`config.mk`:
```
export PLATFORM = sky130hd
export DESIGN_NAME = bads_queue
export DESIGN_NICKNAME = d
export VERILOG_FILES = /design/src/rtl/bads_pkg.sv /design/src/rtl/bads_queue.sv
export SDC_FILE = /design/constraint.sdc
export NUM_CORES = 1
export LEC_CHECK = 0
export BUFFER_PORTS_ARGS = -buffer_cell sky130_fd_sc_hd__buf_2
export CORE_MARGIN = 2
export CORE_UTILIZATION = 56
export CTS_CLUSTER_DIAMETER = 200
export DETAILED_ROUTE_END_ITERATION = 12
export PLACE_DENSITY = 0.78
export REMOVE_ABC_BUFFERS = 1
export SYNTH_ARGS = -nofsm -noshare
export SYNTH_HDL_FRONTEND = slang
export SYNTH_SLANG_ARGS = --single-unit
```
`constraint.sdc`:
```
create_clock -name clock -period 2.3 [get_ports clock]
set_input_delay 0.46 -clock clock [delete_from_list [all_inputs] [get_ports clock]]
set_output_delay 0.46 -clock clock [all_outputs]
set_load 0.02 [all_outputs]
```
`src/rtl/bads_pkg.sv`:
```
// ----------------------------------------------------------------------------
// Block average downscaler package
// Shared widths, register indexes, defaults and the status bundle of the
// queue that sits between the front and back parts.
// ----------------------------------------------------------------------------
package bads_pkg;

   localparam int PIXEL_W      = 8;
   localparam int WIDTH_CFG_W  = 13;
   localparam int HEIGHT_CFG_W = 13;
   localparam int SCALE_CFG_W  = 4;
   localparam int CSR_DATA_W   = 13;
   localparam int CSR_INDEX_W  = 2;

   localparam int HEIGHT_LIMIT = 4096;
   localparam int ROW_W        = 12;

   localparam int RESET_WIDTH  = 640;
   localparam int RESET_HEIGHT = 480;
   localparam int RESET_SCALE  = 2;

   localparam int DEF_MAX_WIDTH = 4096;
   localparam int DEF_MAX_SCALE = 8;

   localparam int QUEUE_DEPTH = 4;

   typedef enum logic [CSR_INDEX_W-1:0] {
      CSR_IMAGE_WIDTH  = 2'd0,
      CSR_IMAGE_HEIGHT = 2'd1,
      CSR_SCALE        = 2'd2
   } csr_index_type;

   typedef struct packed {
      logic has_item;
      logic has_room;
   } queue_status_type;

endpackage

```
`src/rtl/bads_queue.sv`:
```
// ----------------------------------------------------------------------------
// Block average downscaler queue
// Short register queue between the front and back parts.
// ----------------------------------------------------------------------------
module bads_queue #(
   parameter int WIDTH = 15,
   parameter int DEPTH = bads_pkg::QUEUE_DEPTH
) (
   input  logic                       clock,
   input  logic                       reset,
   input  logic                       push,
   input  logic [WIDTH-1:0]           push_data,
   input  logic                       pop,
   output logic [WIDTH-1:0]           pop_data,
   output bads_pkg::queue_status_type status
);

   import bads_pkg::*;

   localparam int PTR_W = $clog2(DEPTH);
   localparam int CNT_W = $clog2(DEPTH + 1);

   logic [WIDTH-1:0] mem_ff [DEPTH];
   logic [PTR_W-1:0] wr_ptr_ff, wr_ptr_in;
   logic [PTR_W-1:0] rd_ptr_ff, rd_ptr_in;
   logic [CNT_W-1:0] count_ff, count_in;

   always_comb begin
      wr_ptr_in = wr_ptr_ff;
      rd_ptr_in = rd_ptr_ff;
      count_in  = count_ff;
      if (push) begin
         wr_ptr_in = (wr_ptr_ff == PTR_W'(DEPTH - 1)) ? '0 : wr_ptr_ff + PTR_W'(1);
      end
      if (pop) begin
         rd_ptr_in = (rd_ptr_ff == PTR_W'(DEPTH - 1)) ? '0 : rd_ptr_ff + PTR_W'(1);
      end
      priority if (push && !pop) begin
         count_in = count_ff + CNT_W'(1);
      end else if (pop && !push) begin
         count_in = count_ff - CNT_W'(1);
      end else begin
         count_in = count_ff;
      end
   end

   always_ff @(posedge clock) begin
      if (reset) begin
         wr_ptr_ff <= '0;
         rd_ptr_ff <= '0;
         count_ff  <= '0;
      end else begin
         wr_ptr_ff <= wr_ptr_in;
         rd_ptr_ff <= rd_ptr_in;
         count_ff  <= count_in;
      end
   end

   always_ff @(posedge clock) begin
      if (push) begin
         mem_ff[wr_ptr_ff] <= push_data;
      end
   end

   assign pop_data        = mem_ff[rd_ptr_ff];
   assign status.has_item = (count_ff != '0);
   // room for the item being pushed now and one more behind it
   assign status.has_room = ((CNT_W+1)'(count_ff) + (CNT_W+1)'(push))
                            <= (CNT_W+1)'(DEPTH - 2);

   a_no_overflow: assert property (@(posedge clock) disable iff (reset)
      push |-> (count_ff < CNT_W'(DEPTH)) || pop)
      else $error("queue overflow");

   a_no_underflow: assert property (@(posedge clock) disable iff (reset)
      pop |-> count_ff != '0)
      else $error("queue underflow");

endmodule

```
==> key figures <==
Logic synthesis
  • Total standard cell area after synthesis: 0.00268 sq mm
  • Area contributors post-synth: sky130_fd_sc_hd__edfxtp_1 67%, sky130_fd_sc_hd__mux4_2 8.4%, sky130_fd_sc_hd__dfxtp_1 6.7%, sky130_fd_sc_hd__mux4_1 4.9%, sky130_fd_sc_hd__ha_1 3.7%
  • Per-instance average area after synthesis: 21.1 sq um
  • Count of distinct cell types in the synthesized netlist: 20
  • Sequential fraction of the synthesis area: 74.1%
  • Post-synthesis instance total: 127
  • Number of synthesized register bits: 69
  • Count of synthesis-stage warnings from yosys: 0
  • Top cell type's share of synthesized area: 67.4%
  • Most area-hungry cell type in the Yosys netlist: sky130_fd_sc_hd__edfxtp_1

Job
  • Max cap viols: 0

Clocking
  • Number of CTS-inserted buffers: 9
  • Clock tree buffer depth: 2
  • Setup repair bufs after CTS: 0
  • Latest clock arrival within the worst-skew pair: 0.33 ns
  • Root buffer cell: sky130_fd_sc_hd__clkbuf_8
  • Clock tree from TritonCTS: yes
  • Clock sink total: 69
  • Clock transition at the registers of the reported paths: 0.07 ns
  • Count of instances resized after the clock tree is built: 0
  • Hold-fix buffer count after cts: 0
  • CTS H-tree depth: 3

Worst setup path
  • CP peak stage delay: 0.60 ns
  • Max stage delay cell, worst path: sky130_fd_sc_hd__mux4_1
  • Setup CP Type: register to output port
  • R2R cell count: 4
  • Startpoint class of the critical path: register
  • WP data required: 1.84 ns
  • Crit Path Max Fanout: 15
  • Number of buffers and inverters on the critical path: 2
  • Critical path depth in cells: 3
  • Endpoint class of the critical path: output port
  • Cell breakdown of the critical path: buf_4 -> mux4_1 -> buf_2
  • Crit path arrival time: 1.69 ns
  • Family of cells with the greatest summed delay on the critical path: multiplexers

Detailed routing
  • Aggregate routed wire length: 4220 um
  • Router iterations before antenna repair: 4
  • Antenna-violating nets left: 0
  • Post-detailed-route wirelength per cell: 17.9 um
  • Number of vias per cell after detailed routing: 5.58
  • Number of vias in the routed layout: 1311
  • Drt drc: 0
  • 1st-iter DRT viols: 111

Global routing
  • Via count of the first global-routing pass: 1335
  • GR Util All Layers: 17.3%
  • Sum of overflow across all layers after global routing: 0
  • Pin count of the biggest net entering global routing: 16
  • First-pass GRT wire length: 6390 um
  • Number of antenna violations at the first check in global routing: 0

Power and ir drop
  • Leakage Power: 1.16 nW
  • Final Total Pwr: 0.00268 W
  • P per Cell Area: 862 mW/mm^2
  • Highest ir drop seen on vdd: 0.743 mV

Timing
  • Tightest Pin Transition: 0.281 ns
  • Setup Viol. Count Final: 0
  • Layout Skew: 0.00905 ns
  • Max-slew headroom: 81.3%
  • Maximum clock rate: 465 MHz
  • Unrepaired setup endpoints after global routing: no
  • Summed negative setup slack over all endpoints: 0 ns
  • Setup WS post-layout: 0.152 ns
  • Pins over their slew limit: 0
  • Minimum clock period: 2.15 ns
  • Final worst path period share: 93.4%
  • Final Hold Violating Endpoints: 0

Cells and area
  • Most frequent standard cell in the layout excluding fill and tap cells: sky130_fd_sc_hd__edfxtp_1
  • Highest-count cells in the layout ignoring fill and taps: 60 x sky130_fd_sc_hd__edfxtp_1, 35 x sky130_fd_sc_hd__buf_2, 10 x sky130_fd_sc_hd__mux4_2, 9 x sky130_fd_sc_hd__clkbuf_8
  • Ant diodes: 0
  • Area growth, synth to finish: 16.2%
  • Share of layout cells above drive strength 1: 36.5%
  • Final Cell Area: 0.00311 sq mm
  • Core occupancy in the finished layout: 66.7%
  • Count of nets after finishing: 204

Placement
  • Weighted congestion reported at the end of routability-driven placement: 0.705
  • HPWL after DPL: 2760 um
  • Placed Area: 0.00293 sq mm
  • Number of buffers added on ports: 35
  • Worst slack at placement: 0.276 ns

Min path
  • Hold-critical path depth: 1
  • Type of the worst min-delay path: input port to register

Floorplan
  • Floorplan Core Area: 0.00466 sq mm
  • Boundary pin count: 36
  • Die outline height: 73.1 um
  • Row count: 25
  • Die area: 0.00535 sq mm
  • Die outline width: 73.1 um
  • Starting density of the core: 57.4%

Status
  • Run status: completed
==> cell type report <==
type	count	area, sq um
clock buffer	10	128
clock inverter	6	53.8
fill	319	1550
inverter	4	15.0
multi-input combinational	51	642
sequential	69	1980
tap	54	67.6
timing repair buffer	41	220
==> per-stage QoR <==
| stage | cells | hold WS [ns] |
|---|---|---|
| 2_1_floorplan | 124 | 0.474 |
| 3_3_place_gp | 219 | 0.493 |
| 3_5_place_dp | 219 | 0.520 |
| 4_1_cts | 235 | 0.332 |
| 5_1_grt | 235 | 0.332 |
| 6_report | 235 | 0.342 |
==> layer usage <==
layer | GRT usage [%] | wire, um
met3 | 6.22 | 190
met1 | 19.7 | 1720
met2 | 29.0 | 2250
met4 | 8.02 | 53
met5 | 0 | 0
==> worst reg2reg max path, stage by stage, from the launching register on <==
cell	delay [ns]
sky130_fd_sc_hd__dfxtp_1	0.37
sky130_fd_sc_hd__fa_1	0.43
sky130_fd_sc_hd__xor2_1	0.16
sky130_fd_sc_hd__or3_1	0.31
sky130_fd_sc_hd__a21oi_1	0.14
==> sequential cells by signal (all words and copies together), names as in the netlist, named ones only <==
register	count
wr_ptr_ff	2
mem_ff	60
rd_ptr_ff	2
count_ff	3
==> cell families after synthesis <==
kind of cell	Yosys count	synth area share, %
AND/OR/NAND/NOR	16	2.95
buffers and inverters	7	1.92
adder cells (fa/ha/maj)	9	4.49
XOR/XNOR	2	0.655
AO/OA/AOI/OAI	5	1.08
multiplexers	19	14.8
flip-flops	69	74.1
==> path summary, 6_finish.rpt <==
path / startpoint / to / slack, ns
max reg2reg: count_ff[1] / count_ff[2] / 0.82
max: register / pop_data[5] / 0.15
min: push_data[5] / mem_ff[2][5] / 0.34
min reg2reg: count_ff[2] / count_ff[2] / 0.54
==> cell usage after synthesis <==
cell and count:
sky130_fd_sc_hd__a21oi_1 3, sky130_fd_sc_hd__a2bb2oi_1 1, sky130_fd_sc_hd__and2_1 4, sky130_fd_sc_hd__buf_12 1, sky130_fd_sc_hd__buf_2 1, sky130_fd_sc_hd__buf_6 1, sky130_fd_sc_hd__dfxtp_1 9, sky130_fd_sc_hd__edfxtp_1 60
sky130_fd_sc_hd__fa_1 1, sky130_fd_sc_hd__ha_1 8, sky130_fd_sc_hd__inv_1 4, sky130_fd_sc_hd__mux2i_1 4, sky130_fd_sc_hd__mux4_1 5, sky130_fd_sc_hd__mux4_2 10, sky130_fd_sc_hd__nand2_1 1, sky130_fd_sc_hd__nor2_1 8
sky130_fd_sc_hd__nor3b_1 1, sky130_fd_sc_hd__o21ai_0 1, sky130_fd_sc_hd__or3_1 2, sky130_fd_sc_hd__xor2_1 2
==> where the power goes <==
part	internal (W)	switching, W
Combinational	0.000136	0.000180
Clock	0.000490	0.000415
Sequential	0.00143	0.0000295
(Power assumes the default switching activity.)
