<file path="src/rtl/bads_pkg.sv">
// ----------------------------------------------------------------------------
// Block average downscaler package
// Shared widths, register indexes, defaults and the status bundle of the
// queue that sits between the front and back parts.
// ----------------------------------------------------------------------------
package bads_pkg;

   localparam int PIXEL_W      = 8;
   localparam int WIDTH_CFG_W  = 13;
   localparam int HEIGHT_CFG_W = 13;
   localparam int SCALE_CFG_W  = 4;
   localparam int CSR_DATA_W   = 13;
   localparam int CSR_INDEX_W  = 2;

   localparam int HEIGHT_LIMIT = 4096;
   localparam int ROW_W        = 12;

   localparam int RESET_WIDTH  = 640;
   localparam int RESET_HEIGHT = 480;
   localparam int RESET_SCALE  = 2;

   localparam int DEF_MAX_WIDTH = 4096;
   localparam int DEF_MAX_SCALE = 8;

   localparam int QUEUE_DEPTH = 4;

   typedef enum logic [CSR_INDEX_W-1:0] {
      CSR_IMAGE_WIDTH  = 2'd0,
      CSR_IMAGE_HEIGHT = 2'd1,
      CSR_SCALE        = 2'd2
   } csr_index_type;

   typedef struct packed {
      logic has_item;
      logic has_room;
   } queue_status_type;

endpackage

</file>
<file path="src/rtl/bads_back.sv">
// ----------------------------------------------------------------------------
// Block average downscaler back part
// Divides each tile sum by scale squared through a reciprocal multiply and
// drives the result channel from an output register.
// ----------------------------------------------------------------------------
module bads_back #(
   parameter int MAX_SCALE = bads_pkg::DEF_MAX_SCALE
) (
   input  logic                                         clock,
   input  logic                                         reset,
   input  logic [$clog2(MAX_SCALE):0]                   scale,
   input  bads_pkg::queue_status_type                   queue_status,
   input  logic [bads_pkg::PIXEL_W+2*$clog2(MAX_SCALE):0] queue_data,
   output logic                                         pop,
   output logic                                         rsp_valid,
   input  logic                                         rsp_stall,
   output logic [bads_pkg::PIXEL_W-1:0]                 rsp_average,
   output logic                                         rsp_frame_last
);

   import bads_pkg::*;

   localparam int PH_W    = $clog2(MAX_SCALE);
   localparam int TILE_W  = PIXEL_W + 2 * PH_W;
   localparam int SHIFT   = TILE_W + 2 * PH_W;
   localparam int RECIP_W = SHIFT + 1;
   localparam int PROD_W  = TILE_W + RECIP_W;

   logic [RECIP_W-1:0] recip_tab [MAX_SCALE];
   logic [PH_W-1:0]    recip_idx;
   logic [RECIP_W-1:0] recip;

   logic               mul_valid_ff, mul_valid_in;
   logic [PROD_W-1:0]  mul_product_ff, mul_product_in;
   logic               mul_last_ff, mul_last_in;
   logic               rsp_valid_ff, rsp_valid_in;
   logic [PIXEL_W-1:0] rsp_average_ff, rsp_average_in;
   logic               rsp_last_ff, rsp_last_in;
   logic               out_ready;
   logic               mul_ready;

   // ceil(2^SHIFT / (s*s)) for every scale, exact for every tile sum
   for (genvar g = 1; g <= MAX_SCALE; g++) begin : g_recip
      localparam longint unsigned DIVISOR = longint'(g) * longint'(g);
      localparam longint unsigned RECIP   = ((64'd1 << SHIFT) + DIVISOR - 1) / DIVISOR;
      assign recip_tab[g-1] = RECIP_W'(RECIP);
   end

   assign recip_idx = PH_W'(scale - 1'b1);
   assign recip     = recip_tab[recip_idx];

   assign out_ready = !rsp_valid_ff || !rsp_stall;
   assign mul_ready = !mul_valid_ff || out_ready;
   assign pop       = queue_status.has_item && mul_ready;

   always_comb begin
      mul_valid_in   = mul_valid_ff;
      mul_product_in = mul_product_ff;
      mul_last_in    = mul_last_ff;
      rsp_valid_in   = rsp_valid_ff;
      rsp_average_in = rsp_average_ff;
      rsp_last_in    = rsp_last_ff;
      if (out_ready) begin
         rsp_valid_in   = mul_valid_ff;
         rsp_average_in = mul_product_ff[SHIFT +: PIXEL_W];
         rsp_last_in    = mul_last_ff;
         mul_valid_in   = 1'b0;
      end
      if (pop) begin
         mul_valid_in   = 1'b1;
         mul_product_in = PROD_W'(queue_data[TILE_W-1:0]) * PROD_W'(recip);
         mul_last_in    = queue_data[TILE_W];
      end
   end

   always_ff @(posedge clock) begin
      if (reset) begin
         mul_valid_ff <= 1'b0;
         rsp_valid_ff <= 1'b0;
      end else begin
         mul_valid_ff <= mul_valid_in;
         rsp_valid_ff <= rsp_valid_in;
      end
   end

   always_ff @(posedge clock) begin
      mul_product_ff <= mul_product_in;
      mul_last_ff    <= mul_last_in;
      rsp_average_ff <= rsp_average_in;
      rsp_last_ff    <= rsp_last_in;
   end

   assign rsp_valid      = rsp_valid_ff;
   assign rsp_average    = rsp_average_ff;
   assign rsp_frame_last = rsp_last_ff;

   a_hold_product: assert property (@(posedge clock) disable iff (reset)
      mul_valid_ff && !out_ready |=> mul_valid_ff && $stable(mul_product_ff))
      else $error("product lost while the output was stalled");

endmodule

</file>
<file path="config.mk">
export PLATFORM = sky130hd
export DESIGN_NAME = bads_back
export DESIGN_NICKNAME = d
export VERILOG_FILES = /design/src/rtl/bads_pkg.sv /design/src/rtl/bads_back.sv
export SDC_FILE = /design/constraint.sdc
export NUM_CORES = 1
export LEC_CHECK = 0
export BUFFER_PORTS_ARGS = -buffer_cell sky130_fd_sc_hd__buf_4
export CORE_MARGIN = 8
export CORE_UTILIZATION = 30
export DETAILED_ROUTE_END_ITERATION = 10
export PLACE_DENSITY = 0.43
export SLEW_MARGIN = 25
export SYNTH_ARGS = -nofsm -noshare
export SYNTH_HDL_FRONTEND = slang
export SYNTH_SLANG_ARGS = --single-unit
</file>
<file path="constraint.sdc">
create_clock -name clock -period 10.4 [get_ports clock]
set_input_delay 1.56 -clock clock [delete_from_list [all_inputs] [get_ports clock]]
set_output_delay 1.56 -clock clock [all_outputs]
set_load 0.05 [all_outputs]
</file>
==> impl_metrics.csv, run 1 <==
group,metric,value,unit
power,comb_power_share,86.0,%
global_route,grt_usage,13.2,%
power,peakVddDrop,0.105,mV
power,p_int,822,uW
timing,period_share,78.4,%
timing,slew_violations,0,
finish,final_cell_area,7960,sq um
timing,fin_tns_setup,0,ns
global_route,antenna_found_initial,2,
power,pwr-share-clk,4.5,%
global_route,grt_pass1_vias,5414,
logic_synthesis,synth_fp_nets,1042,
logic_synthesis,synth_area,7270,sq um
worst_setup_path,critPathSlowestCell,"fa_1",
routing,totalWireLength,18300,um
cts,cts_max_level,1,
worst_hold_path,hold_depth,0,
worst_setup_path,setup.worst_path.class,"input port to flip-flop",
worst_hold_path,hp-class,"flip-flop to flip-flop",
cts,cts_sinks,20,
worst_setup_path,reg2regPathDepth,2,
worst_hold_path,holdPathEnd,"rsp_average[5]",
worst_setup_path,cp.arrival,8.13,ns
cts,cts_tree,"yes",
finish,antenna_cells,0,
timing,tightest_slew,0.711,ns
cts,clk_pin_slew,0.05,ns
worst_setup_path,worstSetupEndpointType,"flip-flop",
cts,ctsHoldBuffers,0,
global_route,gr-total-overflow,0,
outcome,status,"finished, final reports clean",
worst_setup_path,reg2reg_setup_slack,9.23,ns
routing,dr_total_vias,4808,
finish,nets,1063,
logic_synthesis,async_reset_ff_share,0,%
worst_setup_path,regToRegStartpoint,"rsp_valid",
finish,seq_area,581,sq um
logic_synthesis,yosysUniqueCellTypes,43,
logic_synthesis,synthFlopType,"edfxtp_1",
cts,cts_setup_buffers,0,
power,power.density,215,nW/um^2
routing,avgViaCountPerCell,4.35,
run,drv_cap,0,
cts,clkLatencyLatePin,0.25,ns
floorplanning,core,24000,sq um
logic_synthesis,ys_warn_count,0,
logic_synthesis,syn_area_per_cell,9.54,sq um
cts,cts_root_buf,"clkbuf_16",
global_route,grt_pass1_wl,30000,um
finish,fillers,2540,
global_route,grt_max_degree,32,
floorplanning,start_util,30.2,%
logic_synthesis,synth-seq-area-share,7.99,%
timing,setup_slack,2.25,ns
place,place_congestion,0.823,
timing,rsz0062_at_grt,"no",
worst_setup_path,crit_required,10.38,ns
timing,holdWs,0.415,ns
timing,finalSetupViolations,0,
timing,final_hold_viol_count,0,
worst_setup_path,worstReg2RegEnd,"mul_product_ff[23]",
routing,firstDrtPassIters,4,
timing,period_minus_slack,8.15,ns
routing,drtIter0Drc,147,
worst_setup_path,cpMostUsedCell,"fa_1",
timing,fmax,123,MHz
place,place_ws,1.94,ns
floorplanning,die_h,172,um
power,p_seq_share,9.5,%
power,switchingPower,886,uW
routing,drc,0,
finish,drive_gt1_share,6.91,%
logic_synthesis,yosys.area.top_type,"fa_1",
floorplanning,io_pins,35,
logic_synthesis,synth_edf_count,18,
timing,finClkSkew,0.00174,ns
floorplanning,num_rows,57,
place,dp_hpwl,15800,um
finish,final_cell_mix,"207 x inv_1, 147 x fa_1, 109 x ha_1, 67 x nand2_1, 58 x and2_1",
finish,syn2layout_area_growth,9.56,%
cts,cts_buffer_depth,2,
worst_setup_path,startpoint_type,"input port",
worst_hold_path,min_from,"mul_product_ff[25]",
power,netSwitchingFraction,51.9,%
finish,multiInputGateArea,5820,sq um
place,dpl_cell_area,7880,sq um
logic_synthesis,netlist.area_leader.share,40.5,%
cts,cts_inserted_buffers,3,
cts,cts_resized,0,
logic_synthesis,synth_area_leaders,"fa_1 40%, ha_1 19%, inv_1 11%, edfxtp_1 7.4%, and2_1 5.0%",
logic_synthesis,syn_inst,762,
worst_setup_path,cpPeakStageDelay,0.59,ns
floorplanning,dieWidth,172,um
floorplanning,dieArea,29500,sq um
place,io_buffer_count,32,
worst_setup_path,cp_max_fo,31,
routing,drtAntennaViolNets,0,
power,p_leak,0.00434,uW
routing,routedWlPerCell,16.6,um
logic_synthesis,synth-seq-cells,20,
finish,layout_commonest_cell,"inv_1",
timing,maxSlewHeadroom,52.5,%
==> critical path, delay by kind of cell <==
family	cells	cell delay (ns)
adder cells (fa/ha/maj)	9	3.83
buffers and inverters	8	0.96
AND/OR/NAND/NOR	5	0.96
AO/OA/AOI/OAI	4	0.79
==> synthesized netlist by cell type, types with 2 or more instances <==
| cell type | number |
|---|---|
| fa_1 | 147 |
| a31oi_1 | 2 |
| a2111oi_2 | 2 |
| nand2_1 | 67 |
| nand4_1 | 2 |
| edfxtp_1 | 18 |
| a21oi_1 | 6 |
| nor2_1 | 12 |
| nor3_1 | 5 |
| a211oi_1 | 5 |
| a21o_1 | 8 |
| o21ai_0 | 10 |
| and2_1 | 58 |
| clkbuf_1 | 23 |
| inv_1 | 207 |
| nor2b_1 | 2 |
| nand3_1 | 9 |
| ha_1 | 109 |
| o21ai_1 | 2 |
| dfxtp_1 | 2 |
| xnor2_1 | 17 |
| and3_1 | 28 |
==> how the worst max path moves through the flow <==
stage | startpoint | end | slack (ns)
finish | scale[0] | mul_product_ff[24] | 2.25
floorplan | scale[0] | mul_product_ff[20] | 2.55
CTS | scale[0] | mul_product_ff[24] | 2.21
detailed placement | scale[0] | mul_product_ff[24] | 1.94
global placement | scale[0] | mul_product_ff[24] | 1.94
global route | scale[0] | mul_product_ff[24] | 1.87
==> layout make-up <==
class / count / share of cell area [%]
tap: 324 / 5.09
inverter: 207 / 9.76
multi-input combinational: 511 / 73.1
sequential: 20 / 7.29
timing repair buffer: 40 / 3.77
clock buffer: 4 / 0.990
==> through the flow <==
stage / utilization (%) / total power (uW) / instances
after global routing: 33.1 / 1960 / 1106
after CTS: 33.1 / 1740 / 1106
final: 33.1 / 1710 / 1106
after global placement: 32.8 / 1660 / 1102
after detailed placement: 32.8 / 1650 / 1102
after floorplan: - / 1260 / 762
==> metal layers <==
layer | GRT usage [%] | vias up | part of all wire [%]
li1 | - | 2361 | -
met1 | 19.6 | 2375 | 52
met2 | 21.5 | 66 | 45
met3 | 1.06 | 6 | 3.2
met4 | 1.06 | 0 | 0.38
met5 | 0 | - | 0
==> state kept, by name (all words and copies together), names as in the netlist <==
| signal | count |
|---|---|
| rsp_average | 8 |
| mul_last_ff | 1 |
| rsp_valid | 1 |
| rsp_frame_last | 1 |
| mul_product_ff | 8 |
| mul_valid_ff | 1 |
==> cell families after synthesis <==
| kind of cell | Yosys count | share of synthesized area, % |
|---|---|---|
| muxes | 2 | 0.293 |
| DFF | 20 | 7.99 |
| buffers and inverters | 231 | 12.0 |
| adders and majority gates | 256 | 59.3 |
| and+or+nand+nor | 187 | 13.3 |
| xor gates and xnor gates | 17 | 2.05 |
| AOI/OAI and AO/OA | 49 | 5.08 |
==> power groups by stage <==
stage	Clock (uW)	Sequential, uW	Combinational [uW]
4_1_cts	80.0	163	1500
6_report	76.5	162	1470
3_5_place_dp	0	164	1480
3_3_place_gp	0	164	1490
2_1_floorplan	0	222	1040
5_1_grt	81.2	166	1710
Power figures use the tool's default switching activity.
==> run 2: changes to the inputs <==
==> constraint.sdc (replaced) <==
create_clock -name clock -period 7.5 [get_ports clock]
set_input_delay 1.125 -clock clock [delete_from_list [all_inputs] [get_ports clock]]
set_output_delay 1.125 -clock clock [all_outputs]
set_load 0.05 [all_outputs]
==> impl_metrics.csv, run 2 (same netlist as run 1, synthesis figures left out) <==
group,metric,value,unit
timing,period_minus_slack,7.15,ns
worst_setup_path,cp_max_fo,7,
global_route,gr-total-overflow,0,
timing,slew_violations,0,
global_route,antenna_found_initial,0,
place,io_buffer_count,32,
worst_setup_path,setup.worst_path.class,"input port to flip-flop",
floorplanning,dieWidth,172,um
floorplanning,die_h,172,um
place,dpl_cell_area,8160,sq um
global_route,grt_pass1_wl,30500,um
routing,drc,0,
power,p_int,1300,uW
worst_hold_path,hp-class,"flip-flop to flip-flop",
finish,layout_commonest_cell,"inv_1",
routing,dr_total_vias,4977,
worst_hold_path,hold_depth,0,
worst_setup_path,reg2reg_setup_slack,6.34,ns
cts,cts_max_level,1,
routing,drtIter0Drc,189,
worst_setup_path,cp.arrival,7.14,ns
place,place_congestion,0.840,
finish,fillers,2540,
cts,cts_tree,"yes",
routing,avgViaCountPerCell,4.35,
timing,rsz0062_at_grt,"no",
power,netSwitchingFraction,49.1,%
cts,clkLatencyLatePin,0.24,ns
floorplanning,io_pins,35,
power,peakVddDrop,0.162,mV
worst_setup_path,regToRegStartpoint,"rsp_valid",
timing,finClkSkew,0.00336,ns
floorplanning,num_rows,57,
cts,cts_buffer_depth,2,
finish,antenna_cells,0,
worst_setup_path,startpoint_type,"input port",
outcome,status,"finished, final reports clean",
timing,period_share,95.4,%
power,p_leak,0.00455,uW
timing,final_hold_viol_count,0,
global_route,grt_max_degree,19,
finish,syn2layout_area_growth,14.0,%
worst_setup_path,worstReg2RegEnd,"mul_product_ff[22]",
timing,tightest_slew,0.615,ns
worst_setup_path,crit_required,7.48,ns
floorplanning,dieArea,29500,sq um
floorplanning,core,24000,sq um
timing,finalSetupViolations,0,
timing,holdWs,0.419,ns
cts,cts_sinks,20,
timing,fmax,140,MHz
routing,drtAntennaViolNets,0,
run,drv_cap,0,
power,p_seq_share,8.9,%
power,switchingPower,1250,uW
floorplanning,start_util,30.2,%
power,power.density,308,nW/um^2
global_route,grt_usage,13.4,%
global_route,grt_pass1_vias,5637,
routing,routedWlPerCell,16.3,um
cts,clk_pin_slew,0.05,ns
cts,cts_inserted_buffers,3,
power,comb_power_share,85.6,%
finish,nets,1101,
worst_hold_path,holdPathEnd,"rsp_average[1]",
power,pwr-share-clk,5.5,%
routing,firstDrtPassIters,4,
worst_setup_path,worstSetupEndpointType,"flip-flop",
finish,final_cell_mix,"207 x inv_1, 147 x fa_1, 108 x ha_1, 78 x buf_4, 67 x nand2_1",
timing,maxSlewHeadroom,58.9,%
routing,totalWireLength,18700,um
worst_hold_path,min_from,"mul_product_ff[21]",
finish,drive_gt1_share,11.3,%
cts,cts_root_buf,"clkbuf_16",
place,dp_hpwl,16400,um
worst_setup_path,reg2regPathDepth,2,
finish,final_cell_area,8280,sq um
==> run 2: what timing repair did <==
action                                 CTS  global route
buffers inserted                         0             0
resized for setup                        0             2
endpoints found under the hold margin    0             0
setup endpoints to repair                0             8
hold buffers                             0             0
==> run 2: through the flow <==
step           TNS, ns  power (uW)  util (%)  worst slack (ns)  cells
5_1_grt              0        2910      34.5           0.00677   1144
3_5_place_dp    -0.256        2440      34.0           -0.0632   1140
2_1_floorplan        0        1750         -            0.0888    762
3_3_place_gp         0        2440      34.0            0.0122   1140
6_report             0        2550      34.5             0.346   1144
4_1_cts              0        2600      34.4             0.188   1144
==> run 2: power groups by stage <==
stage	registers [uW]	clock network (uW)	logic (uW)
2_1_floorplan	307	0	1450
3_3_place_gp	228	0	2210
5_1_grt	231	149	2530
4_1_cts	227	143	2230
3_5_place_dp	229	0	2210
6_report	226	141	2180
==> run 2: how the worst max path moves through the flow <==
stage	endpoint	depth (start not counted)	start
after global routing	mul_product_ff[20]	26	scale[1]
after global placement	mul_product_ff[24]	26	scale[1]
after floorplan	mul_product_ff[20]	25	scale[0]
after detailed placement	mul_product_ff[24]	26	scale[1]
after CTS	mul_product_ff[24]	26	scale[1]
final	mul_product_ff[24]	26	scale[1]
==> run 2: area by class of cell <==
| class | count | area (sq um) | share of cell area (%) |
|---|---|---|---|
| Tap cell | 324 | 405 | 4.89 |
| Clock inverter | 1 | 30.0 | 0.363 |
| Sequential cell | 20 | 581 | 7.01 |
| Multi-Input combinational cell | 511 | 5830 | 70.4 |
| Timing Repair Buffer | 78 | 586 | 7.07 |
| Inverter | 207 | 777 | 9.38 |
| Clock buffer | 3 | 75.1 | 0.906 |
==> run 2: critical path: stages <==
cell	delay (ns)
buf_4	0.11
inv_1	0.07
ha_1	0.14
inv_1	0.04
ha_2	0.38
nor2b_1	0.07
o21bai_1	0.20
buf_4	0.19
and2_1	0.20
fa_1	0.53
inv_1	0.06
fa_1	0.48
inv_1	0.05
fa_1	0.48
fa_1	0.55
inv_1	0.05
fa_1	0.36
inv_1	0.08
fa_1	0.43
ha_1	0.30
and3_1	0.20
and3_1	0.21
a41oi_4	0.32
a21oi_2	0.10
nor2_1	0.26
o311ai_1	0.14
==> run 2: metal layers <==
| metal | part of all wire, % | wire length [um] | track usage, % | up-vias |
|---|---|---|---|---|
| met4 | 0.80 | 150 | 1.17 | 0 |
| met1 | 51 | 9540 | 19.4 | 2455 |
| met2 | 46 | 8520 | 22.4 | 69 |
| li1 | - | - | - | 2442 |
| met3 | 2.6 | 477 | 0.689 | 11 |
| met5 | 0 | 0 | 0 | - |
